File: config.mk
export PLATFORM = sky130hd
export DESIGN_NAME = free_list_block_allocator_flat
export DESIGN_NICKNAME = d
export VERILOG_FILES = /design/src/hdl/fla_pkg.sv /design/src/hdl/fla_req_if.sv /design/src/hdl/fla_rsp_if.sv /design/src/hdl/fla_ram.sv /design/src/hdl/free_list_block_allocator.sv /design/src/flat_wrapper.sv
export VERILOG_INCLUDE_DIRS = /design/src /design/src/hdl
export SDC_FILE = /design/constraint.sdc
export NUM_CORES = 2
export LEC_CHECK = 0
export BUFFER_PORTS_ARGS = -buffer_cell sky130_fd_sc_hd__buf_2
export CAP_MARGIN = 20
export CORE_MARGIN = 5
export CORE_UTILIZATION = 29
export CTS_CLUSTER_DIAMETER = 40
export CTS_CLUSTER_SIZE = 10
export DETAILED_ROUTE_END_ITERATION = 8
export SLEW_MARGIN = 20
export SYNTH_ARGS = -nofsm -noshare
export SYNTH_HDL_FRONTEND = slang
export SYNTH_SLANG_ARGS = --single-unit
File: constraint.sdc
create_clock -name clk_i -period 10.7 [get_ports clk_i]
set_clock_uncertainty 0.2 [all_clocks]
set_input_delay 1.07 -clock clk_i [delete_from_list [all_inputs] [get_ports clk_i]]
set_output_delay 1.07 -clock clk_i [all_outputs]
set_load 0.05 [all_outputs]
File: src/hdl/assert_macros.svh
// Assertion macros shared by the allocator RTL.
// Depends on nothing; every macro samples on clk_i and is disabled in reset.
`ifndef ASSERT_MACROS_SVH
`define ASSERT_MACROS_SVH

// Immediate-cycle implication checked at every clock edge.
`define FLA_ASSERT(lbl, prop, msg) \
  lbl: assert property (@(posedge clk_i) disable iff (!rst_ni) (prop)) else $error(msg);

// Next-cycle implication: cond at one edge requires prop at the next.
`define FLA_ASSERT_NEXT(lbl, cond, prop, msg) \
  lbl: assert property (@(posedge clk_i) disable iff (!rst_ni) (cond) |=> (prop)) \
    else $error(msg);

`endif

File: src/hdl/fla_pkg.sv
// Package for the free-list block allocator: pool size, widths, codes and states.
// Depends on nothing; used by the allocator and its testbench.
`default_nettype none

package fla_pkg;

  localparam int unsigned POOL_BLOCKS = 256;
  localparam int unsigned ADDR_W      = $clog2(POOL_BLOCKS);
  localparam int unsigned LINK_W      = $clog2(POOL_BLOCKS + 1);
  localparam int unsigned BLK_W       = 8;
  localparam int unsigned CNT_W       = 9;

  localparam logic [LINK_W-1:0] LINK_NULL = LINK_W'(POOL_BLOCKS);

  localparam logic FUNC_ALLOC = 1'b0;
  localparam logic FUNC_FREE  = 1'b1;

  localparam logic STATUS_OK       = 1'b0;
  localparam logic STATUS_NO_SPACE = 1'b1;

  typedef enum logic [1:0] {
    S_IDLE = 2'b01,
    S_READ = 2'b10
  } fla_state_e;

endpackage

`default_nettype wire

File: src/hdl/fla_req_if.sv
// Request channel of the allocator: one word carries the function and a block index.
// Depends on nothing.
`default_nettype none

interface fla_req_if;
  logic       valid;
  logic       ready;
  logic       func;
  logic [7:0] ret_index;

  modport source (output valid, output func, output ret_index, input ready);
  modport sink   (input valid, input func, input ret_index, output ready);
endinterface

`default_nettype wire

File: src/hdl/fla_rsp_if.sv
// Response channel of the allocator: one word carries status, granted index and count.
// Depends on nothing.
`default_nettype none

interface fla_rsp_if;
  logic       valid;
  logic       ready;
  logic       status;
  logic [7:0] granted_index;
  logic [8:0] free_count;

  modport source (output valid, output status, output granted_index, output free_count,
                  input ready);
  modport sink   (input valid, input status, input granted_index, input free_count,
                  output ready);
endinterface

`default_nettype wire

File: src/hdl/fla_ram.sv
// Generic single-clock RAM with one write port and one registered read port.
// Depends on nothing.
`default_nettype none

module fla_ram #(
  parameter int unsigned WIDTH = 8,
  parameter int unsigned DEPTH = 16
) (
  input  logic                     clk_i,
  input  logic                     we_i,
  input  logic [$clog2(DEPTH)-1:0] waddr_i,
  input  logic [WIDTH-1:0]         wdata_i,
  input  logic                     re_i,
  input  logic [$clog2(DEPTH)-1:0] raddr_i,
  output logic [WIDTH-1:0]         rdata_o
);

  logic [WIDTH-1:0] mem_q [DEPTH];
  logic [WIDTH-1:0] rdata_q;

  always_ff @(posedge clk_i) begin
    if (we_i) begin
      mem_q[waddr_i] <= wdata_i;
    end
    if (re_i) begin
      rdata_q <= mem_q[raddr_i];
    end
  end

  assign rdata_o = rdata_q;

endmodule

`default_nettype wire

File: src/hdl/free_list_block_allocator.sv
// Free-list block allocator: a free or failed allocation ends in S_IDLE; a grant needs
// S_READ, as the link RAM gives the head's next link in the cycle after its address.
// A word is accepted in the idle state while the response register is empty or drained.
// For a free or failed allocation the response register is loaded on acceptance; for a
// granted block it is loaded in S_READ, after the link read.
// Reset clears the per-entry valid bits at once; an unwritten entry reads as i+1.
`default_nettype none

module free_list_block_allocator
  import fla_pkg::*;
(
  input  logic         clk_i,
  input  logic         rst_ni,
  fla_req_if.sink      req_i,
  fla_rsp_if.source    rsp_o
);

  `include "assert_macros.svh"

  fla_state_e              st_q, st_d;
  logic [LINK_W-1:0]       head_q, head_d;
  logic [CNT_W-1:0]        cnt_q, cnt_d;
  logic [POOL_BLOCKS-1:0]  vld_q, vld_d;
  logic                    fb_vld_q, fb_vld_d;
  logic                    rsp_vld_q, rsp_vld_d;
  logic                    status_q;
  logic [BLK_W-1:0]        grant_q;
  logic [CNT_W-1:0]        count_q;

  logic                    accept;
  logic                    head_null;
  logic                    idx_ok;
  logic [ADDR_W-1:0]       head_addr;
  logic [ADDR_W-1:0]       idx_addr;
  logic                    ram_we;
  logic                    ram_re;
  logic [LINK_W-1:0]       ram_rdata;
  logic                    res_load;
  logic                    res_status;
  logic [BLK_W-1:0]        res_grant;

  assign req_i.ready = (st_q == S_IDLE) && (!rsp_vld_q || rsp_o.ready);
  assign accept      = req_i.valid && req_i.ready;
  assign head_null   = head_q >= LINK_NULL;
  assign idx_ok      = LINK_W'(req_i.ret_index) < LINK_W'(POOL_BLOCKS);
  assign head_addr   = head_q[ADDR_W-1:0];
  assign idx_addr    = ADDR_W'(req_i.ret_index);

  fla_ram #(
    .WIDTH (LINK_W),
    .DEPTH (POOL_BLOCKS)
  ) u_link_ram (
    .clk_i   (clk_i),
    .we_i    (ram_we),
    .waddr_i (idx_addr),
    .wdata_i (head_q),
    .re_i    (ram_re),
    .raddr_i (head_addr),
    .rdata_o (ram_rdata)
  );

  always_comb begin
    st_d       = st_q;
    head_d     = head_q;
    cnt_d      = cnt_q;
    vld_d      = vld_q;
    fb_vld_d   = fb_vld_q;
    ram_we     = 1'b0;
    ram_re     = 1'b0;
    res_load   = 1'b0;
    res_status = STATUS_OK;
    res_grant  = '0;
    case (st_q)
      S_IDLE: begin
        if (accept) begin
          if (req_i.func == FUNC_FREE) begin
            res_load = 1'b1;
            if (idx_ok) begin
              ram_we          = 1'b1;
              vld_d[idx_addr] = 1'b1;
              head_d          = LINK_W'(req_i.ret_index);
              if (cnt_q < CNT_W'(POOL_BLOCKS)) begin
                cnt_d = cnt_q + 1'b1;
              end
            end
          end else if (head_null) begin
            res_load   = 1'b1;
            res_status = STATUS_NO_SPACE;
          end else begin
            ram_re   = 1'b1;
            fb_vld_d = vld_q[head_addr];
            st_d     = S_READ;
          end
        end
      end
      S_READ: begin
        res_load  = 1'b1;
        res_grant = BLK_W'(head_q);
        head_d    = fb_vld_q ? ram_rdata : head_q + 1'b1;
        if (cnt_q != '0) begin
          cnt_d = cnt_q - 1'b1;
        end
        st_d = S_IDLE;
      end
      default: begin
        st_d = S_IDLE;
      end
    endcase
  end

  always_comb begin
    rsp_vld_d = rsp_vld_q;
    if (res_load) begin
      rsp_vld_d = 1'b1;
    end else if (rsp_o.ready) begin
      rsp_vld_d = 1'b0;
    end
  end

  always_ff @(posedge clk_i or negedge rst_ni) begin
    if (!rst_ni) begin
      st_q      <= S_IDLE;
      head_q    <= '0;
      cnt_q     <= CNT_W'(POOL_BLOCKS);
      vld_q     <= '0;
      fb_vld_q  <= 1'b0;
      rsp_vld_q <= 1'b0;
    end else begin
      st_q      <= st_d;
      head_q    <= head_d;
      cnt_q     <= cnt_d;
      vld_q     <= vld_d;
      fb_vld_q  <= fb_vld_d;
      rsp_vld_q <= rsp_vld_d;
    end
  end

  always_ff @(posedge clk_i) begin
    if (res_load) begin
      status_q <= res_status;
      grant_q  <= res_grant;
      count_q  <= cnt_d;
    end
  end

  assign rsp_o.valid         = rsp_vld_q;
  assign rsp_o.status        = status_q;
  assign rsp_o.granted_index = grant_q;
  assign rsp_o.free_count    = count_q;

  `FLA_ASSERT(a_cnt_range, cnt_q <= CNT_W'(POOL_BLOCKS), "Free count exceeds the pool size.")
  `FLA_ASSERT(a_read_head, (st_q == S_READ) |-> !head_null, "Link read issued for a null head.")
  `FLA_ASSERT(a_read_slot, (st_q == S_READ) |-> !rsp_vld_q, "Response slot busy during a grant.")
  `FLA_ASSERT_NEXT(a_alloc_read, accept && (req_i.func == FUNC_ALLOC) && !head_null,
    st_q == S_READ, "Allocation with a free head did not start a link read.")

endmodule

`default_nettype wire

File: src/flat_wrapper.sv
// flat-port wrapper written by rule: the top's interface ports become plain ports
module free_list_block_allocator_flat import fla_pkg::*;
  (clk_i, rst_ni, req_i_valid, req_i_func, req_i_ret_index, req_i_ready, rsp_o_valid, rsp_o_status, rsp_o_granted_index, rsp_o_free_count, rsp_o_ready);
  fla_req_if req_i_i ();
  fla_rsp_if rsp_o_i ();
  input  logic clk_i;
  input  logic rst_ni;
  input wire logic [$bits(req_i_i.valid)-1:0] req_i_valid;
  input wire logic [$bits(req_i_i.func)-1:0] req_i_func;
  input wire logic [$bits(req_i_i.ret_index)-1:0] req_i_ret_index;
  output wire logic [$bits(req_i_i.ready)-1:0] req_i_ready;
  output wire logic [$bits(rsp_o_i.valid)-1:0] rsp_o_valid;
  output wire logic [$bits(rsp_o_i.status)-1:0] rsp_o_status;
  output wire logic [$bits(rsp_o_i.granted_index)-1:0] rsp_o_granted_index;
  output wire logic [$bits(rsp_o_i.free_count)-1:0] rsp_o_free_count;
  input wire logic [$bits(rsp_o_i.ready)-1:0] rsp_o_ready;
  assign req_i_i.valid = req_i_valid;
  assign req_i_i.func = req_i_func;
  assign req_i_i.ret_index = req_i_ret_index;
  assign req_i_ready = req_i_i.ready;
  assign rsp_o_valid = rsp_o_i.valid;
  assign rsp_o_status = rsp_o_i.status;
  assign rsp_o_granted_index = rsp_o_i.granted_index;
  assign rsp_o_free_count = rsp_o_i.free_count;
  assign rsp_o_i.ready = rsp_o_ready;
  free_list_block_allocator u_core (.clk_i(clk_i), .rst_ni(rst_ni), .req_i(req_i_i), .rsp_o(rsp_o_i));
endmodule
==> impl_metrics.py <==
metrics = {
    "finish": {
        "most_common_cell_after_layout_fill_and_taps_aside": "sky130_fd_sc_hd__edfxtp_1",
        "area_overhead_of_the_layout_relative_to_synthesis_pct": 17.80,
        "post_route_cells_drive_above_1_share_pct": 33.17,
        "finalNetCount": 4901,
        "utilization_pct": 34.25,
        "stdcell_area_um2": 119500,
        "fillerInstances": 32021,
        "mostFrequentLayoutCells": "sky130_fd_sc_hd__edfxtp_1, sky130_fd_sc_hd__mux4_2, sky130_fd_sc_hd__clkbuf_16, sky130_fd_sc_hd__dfrtp_1, sky130_fd_sc_hd__nor2_1",
    },
    "synth": {
        "synth_fa_ha_area_share_pct": 0.08635,
        "synth_xor_xnor_area_share_pct": 0.06908,
        "postSynthNetCount": 4675,
        "synth-main-ff-cell": "sky130_fd_sc_hd__edfxtp_1",
        "edff_count_synth": 2331,
        "async_flop_share_pct": 10.66,
        "synth_top_family_by_area": "multiplexers",
        "synth_compound_area_share_pct": 1.773,
        "yosys.cell_types.count": 61,
        "syn_avg_cell_area_um2": 21.79,
        "netlist_instances": 4655,
        "synth_seq_area_share_pct": 75.87,
        "synth_top_area_cell": "sky130_fd_sc_hd__edfxtp_1",
        "netlist.area_leader.share_pct": 69.01,
        "synth.cell_area_um2": 101400,
        "synth_warnings": 0,
        "yosys_register_bits": 2609,
        "proportion_of_synthesized_area_in_mux_cells_pct": 17.71,
        "synth.top_cells.by_area": "sky130_fd_sc_hd__edfxtp_1, sky130_fd_sc_hd__mux4_2, sky130_fd_sc_hd__dfrtp_1",
        "synth_simple_gate_area_share_pct": 3.121,
    },
    "run": {
        "max-cap-violations": 0,
    },
    "clock_network": {
        "clock-root-buffer": "sky130_fd_sc_hd__clkbuf_16",
        "cts.path.max_buffers": 4,
        "cts.sink_count": 2609,
        "clock_latency_ps": 940,
        "cts_tree": "built",
        "count_of_h_tree_levels_built_during_cts": 5,
        "cts.repair.resized": 0,
        "cts.clk_slew.worst_paths_ps": 50,
        "tritoncts.num_buffers": 385,
    },
    "setup_path": {
        "worstPathCellList": "buf_12 -> buf_4 -> mux4_2 -> mux4_2 -> a22oi_1 -> a21oi_1 -> or4_1",
        "critical-path-slowest-cell": "sky130_fd_sc_hd__dfrtp_4",
        "startpoint_types": "flip-flop",
        "worst_setup_path_end_kind": "flip-flop",
        "timing_worst_setup_path_type": "reg -> reg",
        "worst_ep_required_time_ps": 11150,
        "critical_path_arrival_ps": 5680,
        "critical-path-top-delay-family": "buffers and inverters",
        "crit_path_max_incr_delay_ps": 940,
        "path_buf_inv": 2,
        "cp_common_cell": "sky130_fd_sc_hd__mux4_2",
        "path_max_fanout": 120,
    },
    "placement": {
        "gp_congestion": 0.7793,
        "io_buffer_count": 32,
        "dpl-instance-area_um2": 107000,
        "place_hpwl_um": 148300,
    },
    "global_routing": {
        "grtUsageTotal_pct": 13.59,
        "grt_pass1_wl_um": 365500,
        "first_global_vias": 49755,
        "antenna_found_initial": 19,
        "global_route.overflow_total": 0,
        "maximum_number_of_pins_on_one_net_before_global_route_repair": 158,
    },
    "timing": {
        "finalSetupViolations": 0,
        "setup-tns-final_ps": 0,
        "final_period_minus_worst_setup_slack_ps": 5227,
        "hold_viol": 0,
        "timing.final.crit_share_pct": 48.85,
        "unrepaired_setup_endpoints_after_global_routing": "no",
        "relSlewSlack_pct": 25.30,
        "max_slew_violation_count": 0,
        "timing_worst_slew_pin_value_ps": 1117,
        "max_freq_mhz": 191.3,
    },
    "run_status": {
        "run_status": "finished clean",
    },
    "pwr": {
        "power.density_nw_per_um2": 273.9,
        "worst_ir_drop_vdd_mv": 0.1887,
        "leakage_nw": 39.24,
        "overall_power_mw": 32.73,
    },
    "hold_path": {
        "min-delay-path-class": "reg -> reg",
    },
    "floorplanning": {
        "std_cell_rows": 217,
        "die_extent_in_y_um": 601.4,
        "io-pin-count": 33,
        "core_area_um2": 348900,
        "area_of_the_die_um2": 361700,
        "die_width_um": 601.4,
        "initial_utilization_pct": 29.07,
    },
    "drt": {
        "first_iter_violations": 5418,
        "detail_routed_net_length_per_standard_cell_um": 25.76,
        "drt_pre_antenna_iters": 6,
        "drt_drc": 0,
        "totalWireLength_um": 252100,
        "route.vias.total": 48936,
        "mean_number_of_vias_per_cell": 5.000,
        "antenna_violating_nets_post_route": 0,
    },
}
## worst register-to-register path: stages (launching register included)
cell                      delay (ps)
sky130_fd_sc_hd__dfrtp_4         940
sky130_fd_sc_hd__buf_12          700
sky130_fd_sc_hd__buf_4           870
sky130_fd_sc_hd__mux4_2          620
sky130_fd_sc_hd__mux4_2          480
sky130_fd_sc_hd__a22oi_1         380
sky130_fd_sc_hd__a21oi_1         220
sky130_fd_sc_hd__or4_1           540
## stage by stage
stage,setup WS [ps],hold slack (ps),instances
6_report,5473,257.3,9788
4_1_cts,5450,241.5,9780
3_3_place_gp,5406,245.2,9091
2_1_floorplan,4280,233.4,4655
5_1_grt,5203,272.7,9787
3_5_place_dp,5455,247.6,9091
## final timing paths
check | cells after the start | start | slack (ps) | end
min in group asynchronous | 2 | rst_ni | 510 | u_core.cnt_q[3]
hold reg to reg | 1 | u_core.vld_q[146] | 260 | u_core.vld_q[146]
setup / recovery | 7 | u_core.head_q[0] | 5470 | u_core.u_link_ram.rdata_o[3]
setup reg to reg | 7 | u_core.head_q[0] | 5470 | u_core.u_link_ram.rdata_o[3]
hold / removal | 1 | u_core.vld_q[146] | 260 | u_core.vld_q[146]
max in group asynchronous | 4 | rst_ni | 7620 | u_core.vld_q[50]
## cell usage after synthesis (9+ instances only)
| library cell | n |
|---|---|
| sky130_fd_sc_hd__o221ai_1 | 11 |
| sky130_fd_sc_hd__dfrtp_1 | 276 |
| sky130_fd_sc_hd__nor2_1 | 285 |
| sky130_fd_sc_hd__clkbuf_1 | 149 |
| sky130_fd_sc_hd__edfxtp_1 | 2331 |
| sky130_fd_sc_hd__and2_1 | 9 |
| sky130_fd_sc_hd__a22oi_1 | 49 |
| sky130_fd_sc_hd__o21ai_0 | 35 |
| sky130_fd_sc_hd__buf_4 | 22 |
| sky130_fd_sc_hd__buf_1 | 16 |
| sky130_fd_sc_hd__nor2b_1 | 14 |
| sky130_fd_sc_hd__or2_2 | 193 |
| sky130_fd_sc_hd__nand2b_1 | 10 |
| sky130_fd_sc_hd__mux4_2 | 773 |
| sky130_fd_sc_hd__a21oi_1 | 35 |
| sky130_fd_sc_hd__o22ai_1 | 10 |
| sky130_fd_sc_hd__buf_2 | 77 |
| sky130_fd_sc_hd__buf_6 | 14 |
| sky130_fd_sc_hd__nand2_1 | 63 |
| sky130_fd_sc_hd__nor3_1 | 15 |
| sky130_fd_sc_hd__nand3_1 | 28 |
| sky130_fd_sc_hd__o21bai_1 | 65 |
| sky130_fd_sc_hd__inv_1 | 13 |
| sky130_fd_sc_hd__mux2i_1 | 52 |
## flip-flops by register name (all words and copies together), names as in the netlist
register,count
u_core.u_link_ram.mem_q,2304
u_core.vld_q,256
u_core.cnt_q,9
u_core.head_q,9
u_core.rsp_o.free_count,9
u_core.u_link_ram.rdata_o,9
u_core.rsp_o.granted_index,8
u_core.st_q,2
u_core.fb_vld_q,1
u_core.rsp_o.status,1
u_core.rsp_o.valid,1
## layout make-up
type                    count  area (µm²)  area share [%]
flip-flops and latches   2609       76990           64.43
multi-input cells        1751       23250           19.45
clock buffers             525       10620           8.885
well taps                4599        5754           4.816
clock inverters           163        1821           1.524
repair buffers            117       980.9          0.8209
inverters                  17       63.81         0.05340
diodes                      7       17.52         0.01466
## report_power, final
part / internal [mW] / switching (mW) / total, mW
clock: 7.71 / 4.41 / 12.1
combinational: 3.09 / 4.80 / 7.88
sequential: 12.4 / 0.321 / 12.7
## layer usage
metal | track usage [%] | vias up | routed length, µm
li1 | - | 19838 | -
met1 | 19.09 | 26620 | 106900
met2 | 21.10 | 2030 | 119100
met3 | 2.806 | 444 | 18270
met4 | 4.635 | 4 | 7828
met5 | 0 | - | 22
## what timing repair did
action                                 CTS  global route
buffers inserted                         0             0
hold buffers                             1             0
setup endpoints to repair                0             0
endpoints found under the hold margin   67             0
## logic make-up after synthesis
kind of cell               count (synthesis)
DFF                                     2609
muxes                                    828
and+or+nand+nor                          651
buffers and inverters                    295
AOI/OAI and AO/OA                        257
xor gates and xnor gates                   8
adders and majority gates                  7
Note: power is estimated with default switching activity, not from simulation.
